### config.mk
export PLATFORM = sky130hd
export DESIGN_NAME = vpa_ctrl
export DESIGN_NICKNAME = d
export VERILOG_FILES = /design/src/hdl/vpa_pkg.sv /design/src/hdl/vpa_ctrl.sv
export SDC_FILE = /design/constraint.sdc
export NUM_CORES = 1
export LEC_CHECK = 0
export BUFFER_PORTS_ARGS = -buffer_cell sky130_fd_sc_hd__clkbuf_2
export CORE_UTILIZATION = 53
export DETAILED_ROUTE_END_ITERATION = 6
export PLACE_DENSITY = 0.79
export SETUP_SLACK_MARGIN = 0.05
export SLEW_MARGIN = 15
export SYNTH_ARGS = -nofsm -noshare
export SYNTH_HDL_FRONTEND = slang
export SYNTH_SLANG_ARGS = --single-unit
### constraint.sdc
create_clock -name clk -period 2.3 [get_ports clk]
set_input_delay 0 -clock clk [delete_from_list [all_inputs] [get_ports clk]]
set_output_delay 0 -clock clk [all_outputs]
set_load 0.005 [all_outputs]
### src/hdl/vpa_pkg.sv
`timescale 1ns / 1ps
// ----------------------------------------------------------------------------
// vpa_pkg
// Shared types, codes and defaults of the variable partition allocator.
// ----------------------------------------------------------------------------
package vpa_pkg;

    localparam int MAX_PARTS_DEF = 32;
    localparam int ADDR_BITS_DEF = 16;
    localparam int MAX_RESULTS   = 32;
    localparam int RES_CNT_W     = $clog2(MAX_RESULTS + 1);
    localparam logic [15:0] TOTAL_RESET = 16'd1024;

    // partition kinds held in the table
    typedef enum logic [1:0] {
        PT_FREE    = 2'd0,
        PT_KERNEL  = 2'd1,
        PT_PROCESS = 2'd2
    } part_type_t;

    // request kinds
    typedef enum logic [2:0] {
        K_ALLOC_KERNEL = 3'd0,
        K_ALLOC_PROC   = 3'd1,
        K_FREE_ADDR    = 3'd2,
        K_FREE_PID     = 3'd3,
        K_COMPACT      = 3'd4
    } kind_t;

    // result status codes
    typedef enum logic [3:0] {
        ST_OK            = 4'd0,
        ST_NOT_LOGGED_IN = 4'd1,
        ST_ZERO_SIZE     = 4'd2,
        ST_NO_FIT        = 4'd3,
        ST_NO_BLOCK      = 4'd4,
        ST_ALREADY_FREE  = 4'd5,
        ST_OTHER_OWNER   = 4'd6,
        ST_PROCESS_BLOCK = 4'd7,
        ST_PID_NOT_FOUND = 4'd8,
        ST_TABLE_FULL    = 4'd9
    } status_t;

    // fit policies
    localparam logic [1:0] FIT_BEST  = 2'd1;
    localparam logic [1:0] FIT_WORST = 2'd2;

    // register indexes (byte address bit 2)
    localparam logic REG_FIT_POLICY   = 1'b0;
    localparam logic REG_TOTAL_MEMORY = 1'b1;

    // controller states
    typedef enum logic [4:0] {
        S_IDLE, S_DISPATCH,
        S_FIT, S_FIT_DONE, S_ALLOC_WR,
        S_ADDR, S_ADDR_DONE, S_PID, S_PID_DONE,
        S_RELEASE, S_MERGE_HI, S_MERGE_LO,
        S_COMPACT, S_COMP_FIN,
        S_STATS_INIT, S_STATS, S_OUT, S_EMIT_INIT, S_EMIT
    } state_t;

    // datapath operations
    typedef enum logic [3:0] {
        OP_NONE, OP_LOAD,
        OP_FIT_STEP, OP_ALLOC_WR,
        OP_ADDR_STEP, OP_PID_STEP,
        OP_RELEASE, OP_MERGE_HI, OP_MERGE_LO,
        OP_COMP_STEP, OP_COMP_FIN,
        OP_STATS_START, OP_STATS_STEP,
        OP_EMIT_ONE, OP_EMIT_START, OP_EMIT_STEP
    } dp_op_t;

    typedef struct packed {
        dp_op_t  op;
        status_t code;
    } dp_cmd_t;

    typedef struct packed {
        logic  last_idx;
        logic  hit;
        logic  split;
        logic  full;
        logic  hit_free;
        logic  hit_owner_ok;
        logic  hit_process;
        logic  slot_free;
        logic  emit_done;
        logic  nproc_zero;
        logic  owner_zero;
        logic  size_zero;
        kind_t kind;
    } dp_stat_t;

    typedef struct packed {
        logic        we;
        logic        sel;
        logic [15:0] data;
    } cfg_wr_t;

endpackage

### src/hdl/vpa_ctrl.sv
`timescale 1ns / 1ps
// ----------------------------------------------------------------------------
// vpa_ctrl
// Sequencer of the allocator: walks each request through its scan, update,
// statistics and result phases by issuing datapath operations.
// ----------------------------------------------------------------------------
module vpa_ctrl
(
    input  logic               clk,
    input  logic               rst_n,
    input  logic               s_tvalid,
    output logic               s_tready,
    input  vpa_pkg::dp_stat_t  st,
    output vpa_pkg::dp_cmd_t   cmd
);

    vpa_pkg::state_t  state_reg, state_next;
    vpa_pkg::status_t code_reg, code_next;

    // state and result code registers
    always_ff @(posedge clk or negedge rst_n)
    begin
        if (!rst_n)
        begin
            state_reg <= vpa_pkg::S_IDLE;
            code_reg  <= vpa_pkg::ST_OK;
        end
        else
        begin
            state_reg <= state_next;
            code_reg  <= code_next;
        end
    end

    // next state and commands
    always_comb
    begin
        state_next = state_reg;
        code_next  = code_reg;
        cmd.op     = vpa_pkg::OP_NONE;
        cmd.code   = code_reg;
        s_tready   = 1'b0;
        case (state_reg)
            vpa_pkg::S_IDLE:
            begin
                s_tready = 1'b1;
                if (s_tvalid)
                begin
                    cmd.op     = vpa_pkg::OP_LOAD;
                    code_next  = vpa_pkg::ST_OK;
                    state_next = vpa_pkg::S_DISPATCH;
                end
            end
            vpa_pkg::S_DISPATCH:
            begin
                case (st.kind)
                    vpa_pkg::K_ALLOC_KERNEL, vpa_pkg::K_ALLOC_PROC:
                    begin
                        if (st.owner_zero)
                        begin
                            code_next  = vpa_pkg::ST_NOT_LOGGED_IN;
                            state_next = vpa_pkg::S_STATS_INIT;
                        end
                        else if (st.size_zero)
                        begin
                            code_next  = vpa_pkg::ST_ZERO_SIZE;
                            state_next = vpa_pkg::S_STATS_INIT;
                        end
                        else
                        begin
                            state_next = vpa_pkg::S_FIT;
                        end
                    end
                    vpa_pkg::K_FREE_ADDR: state_next = vpa_pkg::S_ADDR;
                    vpa_pkg::K_FREE_PID:  state_next = vpa_pkg::S_PID;
                    vpa_pkg::K_COMPACT:   state_next = vpa_pkg::S_COMPACT;
                    default:              state_next = vpa_pkg::S_IDLE;
                endcase
            end
            vpa_pkg::S_FIT:
            begin
                cmd.op = vpa_pkg::OP_FIT_STEP;
                if (st.last_idx)
                begin
                    state_next = vpa_pkg::S_FIT_DONE;
                end
            end
            vpa_pkg::S_FIT_DONE:
            begin
                state_next = vpa_pkg::S_STATS_INIT;
                if (!st.hit)
                begin
                    code_next = vpa_pkg::ST_NO_FIT;
                end
                else if (st.split && st.full)
                begin
                    code_next = vpa_pkg::ST_TABLE_FULL;
                end
                else
                begin
                    state_next = vpa_pkg::S_ALLOC_WR;
                end
            end
            vpa_pkg::S_ALLOC_WR:
            begin
                cmd.op     = vpa_pkg::OP_ALLOC_WR;
                state_next = vpa_pkg::S_STATS_INIT;
            end
            vpa_pkg::S_ADDR:
            begin
                cmd.op = vpa_pkg::OP_ADDR_STEP;
                if (st.last_idx)
                begin
                    state_next = vpa_pkg::S_ADDR_DONE;
                end
            end
            vpa_pkg::S_ADDR_DONE:
            begin
                state_next = vpa_pkg::S_STATS_INIT;
                if (!st.hit)
                begin
                    code_next = vpa_pkg::ST_NO_BLOCK;
                end
                else if (st.hit_free)
                begin
                    code_next = vpa_pkg::ST_ALREADY_FREE;
                end
                else if (!st.hit_owner_ok)
                begin
                    code_next = vpa_pkg::ST_OTHER_OWNER;
                end
                else if (st.hit_process)
                begin
                    code_next = vpa_pkg::ST_PROCESS_BLOCK;
                end
                else
                begin
                    state_next = vpa_pkg::S_RELEASE;
                end
            end
            vpa_pkg::S_PID:
            begin
                cmd.op = vpa_pkg::OP_PID_STEP;
                if (st.last_idx)
                begin
                    state_next = vpa_pkg::S_PID_DONE;
                end
            end
            vpa_pkg::S_PID_DONE:
            begin
                if (!st.hit)
                begin
                    code_next  = vpa_pkg::ST_PID_NOT_FOUND;
                    state_next = vpa_pkg::S_STATS_INIT;
                end
                else
                begin
                    state_next = vpa_pkg::S_RELEASE;
                end
            end
            vpa_pkg::S_RELEASE:
            begin
                cmd.op     = vpa_pkg::OP_RELEASE;
                state_next = vpa_pkg::S_MERGE_HI;
            end
            vpa_pkg::S_MERGE_HI:
            begin
                cmd.op     = vpa_pkg::OP_MERGE_HI;
                state_next = vpa_pkg::S_MERGE_LO;
            end
            vpa_pkg::S_MERGE_LO:
            begin
                cmd.op     = vpa_pkg::OP_MERGE_LO;
                state_next = vpa_pkg::S_STATS_INIT;
            end
            vpa_pkg::S_COMPACT:
            begin
                cmd.op = vpa_pkg::OP_COMP_STEP;
                if (st.last_idx)
                begin
                    state_next = vpa_pkg::S_COMP_FIN;
                end
            end
            vpa_pkg::S_COMP_FIN:
            begin
                cmd.op     = vpa_pkg::OP_COMP_FIN;
                state_next = vpa_pkg::S_STATS_INIT;
            end
            vpa_pkg::S_STATS_INIT:
            begin
                cmd.op     = vpa_pkg::OP_STATS_START;
                state_next = vpa_pkg::S_STATS;
            end
            vpa_pkg::S_STATS:
            begin
                cmd.op = vpa_pkg::OP_STATS_STEP;
                if (st.last_idx)
                begin
                    if (st.kind == vpa_pkg::K_COMPACT && !st.nproc_zero)
                    begin
                        state_next = vpa_pkg::S_EMIT_INIT;
                    end
                    else
                    begin
                        state_next = vpa_pkg::S_OUT;
                    end
                end
            end
            vpa_pkg::S_OUT:
            begin
                if (st.slot_free)
                begin
                    cmd.op     = vpa_pkg::OP_EMIT_ONE;
                    state_next = vpa_pkg::S_IDLE;
                end
            end
            vpa_pkg::S_EMIT_INIT:
            begin
                cmd.op     = vpa_pkg::OP_EMIT_START;
                state_next = vpa_pkg::S_EMIT;
            end
            vpa_pkg::S_EMIT:
            begin
                if (st.emit_done)
                begin
                    state_next = vpa_pkg::S_IDLE;
                end
                else
                begin
                    cmd.op = vpa_pkg::OP_EMIT_STEP;
                end
            end
            default:
            begin
                state_next = vpa_pkg::S_IDLE;
            end
        endcase
    end

    // a request is taken only from idle
    a_load_from_idle: assert property (@(posedge clk) disable iff (!rst_n)
        cmd.op == vpa_pkg::OP_LOAD |-> state_reg == vpa_pkg::S_IDLE)
        else $error("request loaded outside idle");

    // a single result is only issued into a free output slot
    a_emit_slot: assert property (@(posedge clk) disable iff (!rst_n)
        cmd.op == vpa_pkg::OP_EMIT_ONE |-> st.slot_free)
        else $error("result issued into a busy output slot");

    // the sequencer never stays in the dispatch state
    a_dispatch_once: assert property (@(posedge clk) disable iff (!rst_n)
        state_reg == vpa_pkg::S_DISPATCH |=> state_reg != vpa_pkg::S_DISPATCH)
        else $error("dispatch held for more than one cycle");

endmodule

==> flow_metrics.py <==
metrics = {
    "run_status": {
        "status": "finished clean",
    },
    "sta": {
        "max_freq_mhz": 492,
        "worst_slew_pin_slew_ns": 0.525,
        "post-route-period-util_pct": 88.4,
        "post-route-min-period_ns": 2.03,
        "final-max-slew-violation-count": 0,
        "setup_tns_ns": 0,
        "slew_headroom_pct": 65.0,
        "finClkSkew_ns": 0.00578,
        "finalHoldViolations": 0,
        "setup_viol": 0,
        "rsz0062_at_grt": "no",
    },
    "cells_and_area": {
        "nFillCells": 186,
        "fin_nets": 190,
        "largest_register_ffs": 5,
        "drive_gt1_share_pct": 29.8,
        "post-route-util_pct": 65.8,
        "n_antenna_cell": 0,
        "syn_to_final_growth_pct": 16.4,
    },
    "grt": {
        "grt_use_total_pct": 29.3,
        "grt_max_degree": 18,
        "grt.overflow.total": 0,
        "grt_pass1_wl_um": 4820,
        "antenna_found_initial": 0,
        "grt_pass1_vias": 1088,
    },
    "pwr": {
        "clockPowerShare_pct": 6.9,
        "intPower_w": 0.000879,
        "p_comb_share_pct": 70.6,
        "ir_worst_vdd_mv": 0.732,
        "total_power_w": 0.00174,
        "p_sw_share_pct": 49.5,
        "p_leak_nw": 0.550,
        "power.switching_w": 0.000860,
        "powerDensity_nw_per_um2": 1350,
        "power_frac_seq_pct": 22.5,
    },
    "routing": {
        "wirelength_um": 3050,
        "drtIter0Drc": 56,
        "detail-route-antenna-nets": 0,
        "vias": 1266,
        "wl_per_cell_um": 15.4,
        "drc": 0,
        "dr.pass1.iters": 4,
        "drt-vias-per-instance": 6.39,
    },
    "die": {
        "dieWidth_um": 47.7,
        "die-area_um2": 2280,
        "fp-row-count": 16,
        "coreArea_um2": 1960,
        "start_util_pct": 56.5,
        "io_pins": 27,
        "die_h_um": 47.7,
    },
    "setup_path": {
        "cp_top_family": "multiplexers",
        "critPathSlowestCell": "dfrtp_1",
        "regToRegSetupSlack_ns": 0.27,
        "start_kind": "register",
        "critPathMaxFanout": 15,
        "worst-setup-path-type": "reg2reg",
        "critical_path_arrival_ns": 2.17,
        "cp-end-kind": "register",
        "required_ns": 2.44,
        "critPathBufInv": 0,
        "cp_cell_sequence": "mux4_2 -> o31ai_4 -> mux2_2",
        "crit_path_max_incr_delay_ns": 0.67,
    },
    "place": {
        "port_buffers": 26,
        "hpwl_um": 2300,
        "gp_congestion": 0.884,
    },
    "clocking": {
        "clk_latency_ns": 0.26,
        "cts_made_buffers": 3,
        "clockBufferDepth": 2,
        "tritoncts": "done",
        "ctsRootBufferMaster": "clkbuf_4",
        "post-cts-setup-buffers": 0,
        "clk_pin_slew_ns": 0.06,
        "htreeDepth": 1,
        "cts_sinks": 9,
    },
    "synth": {
        "ys_seq_area_share_pct": 20.3,
        "synth.net_count": 163,
        "yosysWarnings": 0,
        "synth_edf_count": 0,
        "asyncSetResetFlopFracSynth_pct": 100,
        "synth-seq-cells": 9,
        "ys.flop_type": "dfrtp_1",
        "netlist_instances": 145,
        "syn-cell-area_um2": 1110,
        "synth.distinct_cells": 55,
        "syn_area_per_cell_um2": 7.65,
    },
    "worst_hold_path": {
        "hp-class": "in2async",
    },
    "run": {
        "drv_cap": 0,
    },
}
==> stage by stage <==
step / std cells / hold slack, ns / setup WS [ns] / instance area (µm²)
global route: 198 / 0.150 / 0.201 / 1290
finish: 198 / 0.122 / 0.267 / 1290
CTS: 198 / 0.133 / 0.296 / 1290
floorplan: 145 / -0.296 / 0.562 / 1110
detailed placement: 193 / -0.138 / 0.305 / 1250
global placement: 193 / -0.143 / 0.365 / 1250
==> cells in the mapped netlist, drive strengths merged (2+ instances only) <==
library cell | count | share of area (%)
clkbuf | 4 | 1.4
buf | 9 | 5.8
nand2 | 12 | 4.1
nand3 | 3 | 1.4
o32ai | 2 | 1.6
o21ai | 18 | 8.1
o221ai | 2 | 1.6
a22oi | 2 | 1.4
dfrtp | 9 | 20
a31o | 2 | 1.6
a31oi | 3 | 1.7
nor2 | 13 | 5.1
or2 | 3 | 1.7
mux2 | 6 | 7.1
nor3 | 6 | 2.7
inv | 5 | 1.7
o31ai | 2 | 2.6
a21oi | 7 | 3.2
nor2b | 3 | 1.7
nand2b | 3 | 1.7
or3 | 3 | 1.7
o211a | 2 | 1.8
a21boi | 2 | 1.4
==> cells by family (layout without fill, tap and decap cells) <==
kind of cell	count (synthesis)	after routing	synth area share, %
AOI/OAI and AO/OA	56	56	35.6
buffers and inverters	18	44	8.80
DFF	9	9	20.3
muxes	7	7	9.14
and+or+nand+nor	55	55	26.2
==> final timing paths <==
kind | start | to | depth (start not counted)
worst min register to register | code_reg[0]$_DFFE_PN0P_ | code_reg[0]$_DFFE_PN0P_ | 1
worst max register to register | state_reg[1]$_DFFE_PN0P_ | state_reg[0]$_DFFE_PN0P_ | 3
max in group asynchronous | rst_n | state_reg[0]$_DFFE_PN0P_ | 2
worst min-delay path | rst_n | code_reg[0]$_DFFE_PN0P_ | 2
min in group clk | st[4] | code_reg[0]$_DFFE_PN0P_ | 4
worst max-delay path | state_reg[1]$_DFFE_PN0P_ | state_reg[0]$_DFFE_PN0P_ | 3
==> cell type report <==
type	count	area (µm²)	share of cell area (%)
Sequential cell	9	225	17.5
Multi-Input combinational cell	118	786	60.9
Tap cell	27	33.8	2.62
Clock buffer	4	26.3	2.04
Inverter	5	18.8	1.45
Timing Repair Buffer	35	200	15.5
==> placed cells by master (no fill, tap or decap), types with 3 or more instances in the layout <==
cell	netlist	layout
nand2b_1	3	3
or3_1	3	3
clkbuf_2	0	26
nor2b_1	3	3
nand2_1	12	12
clkbuf_4	0	3
o21ai_0	18	18
a31oi_1	3	3
mux2_4	3	3
buf_4	0	8
a21oi_1	7	7
nand3_1	3	3
nor3_1	6	6
dfrtp_1	9	9
nor2_1	12	12
inv_1	4	4
==> timing repair <==
| action | in CTS | in global routing |
|---|---|---|
| endpoints found under the hold margin | 9 | 0 |
| gates resized for setup | 0 | 0 |
| hold buffers | 1 | 0 |
==> worst register-to-register path, cell delays in order, from the launching register on <==
cell	delay, ns
dfrtp_1	0.67
mux4_2	0.61
o31ai_4	0.27
mux2_2	0.37
==> per-layer routing <==
metal	routed length, µm	share of wire (%)	track usage, %
met2	1450	47	50.0
met1	1330	44	39.6
met4	19	0.62	3.89
met3	254	8.3	4.91
met5	0	0	0
==> power groups by stage <==
stage	clock, W	combinational (W)	sequential, W
6_report	0.000119	0.00123	0.000392
5_1_grt	0.000137	0.00135	0.000406
4_1_cts	0.000122	0.00121	0.000384
3_5_place_dp	0	0.00120	0.000387
3_3_place_gp	0	0.00118	0.000383
2_1_floorplan	0	0.000988	0.000288
Power figures use the tool's default switching activity.
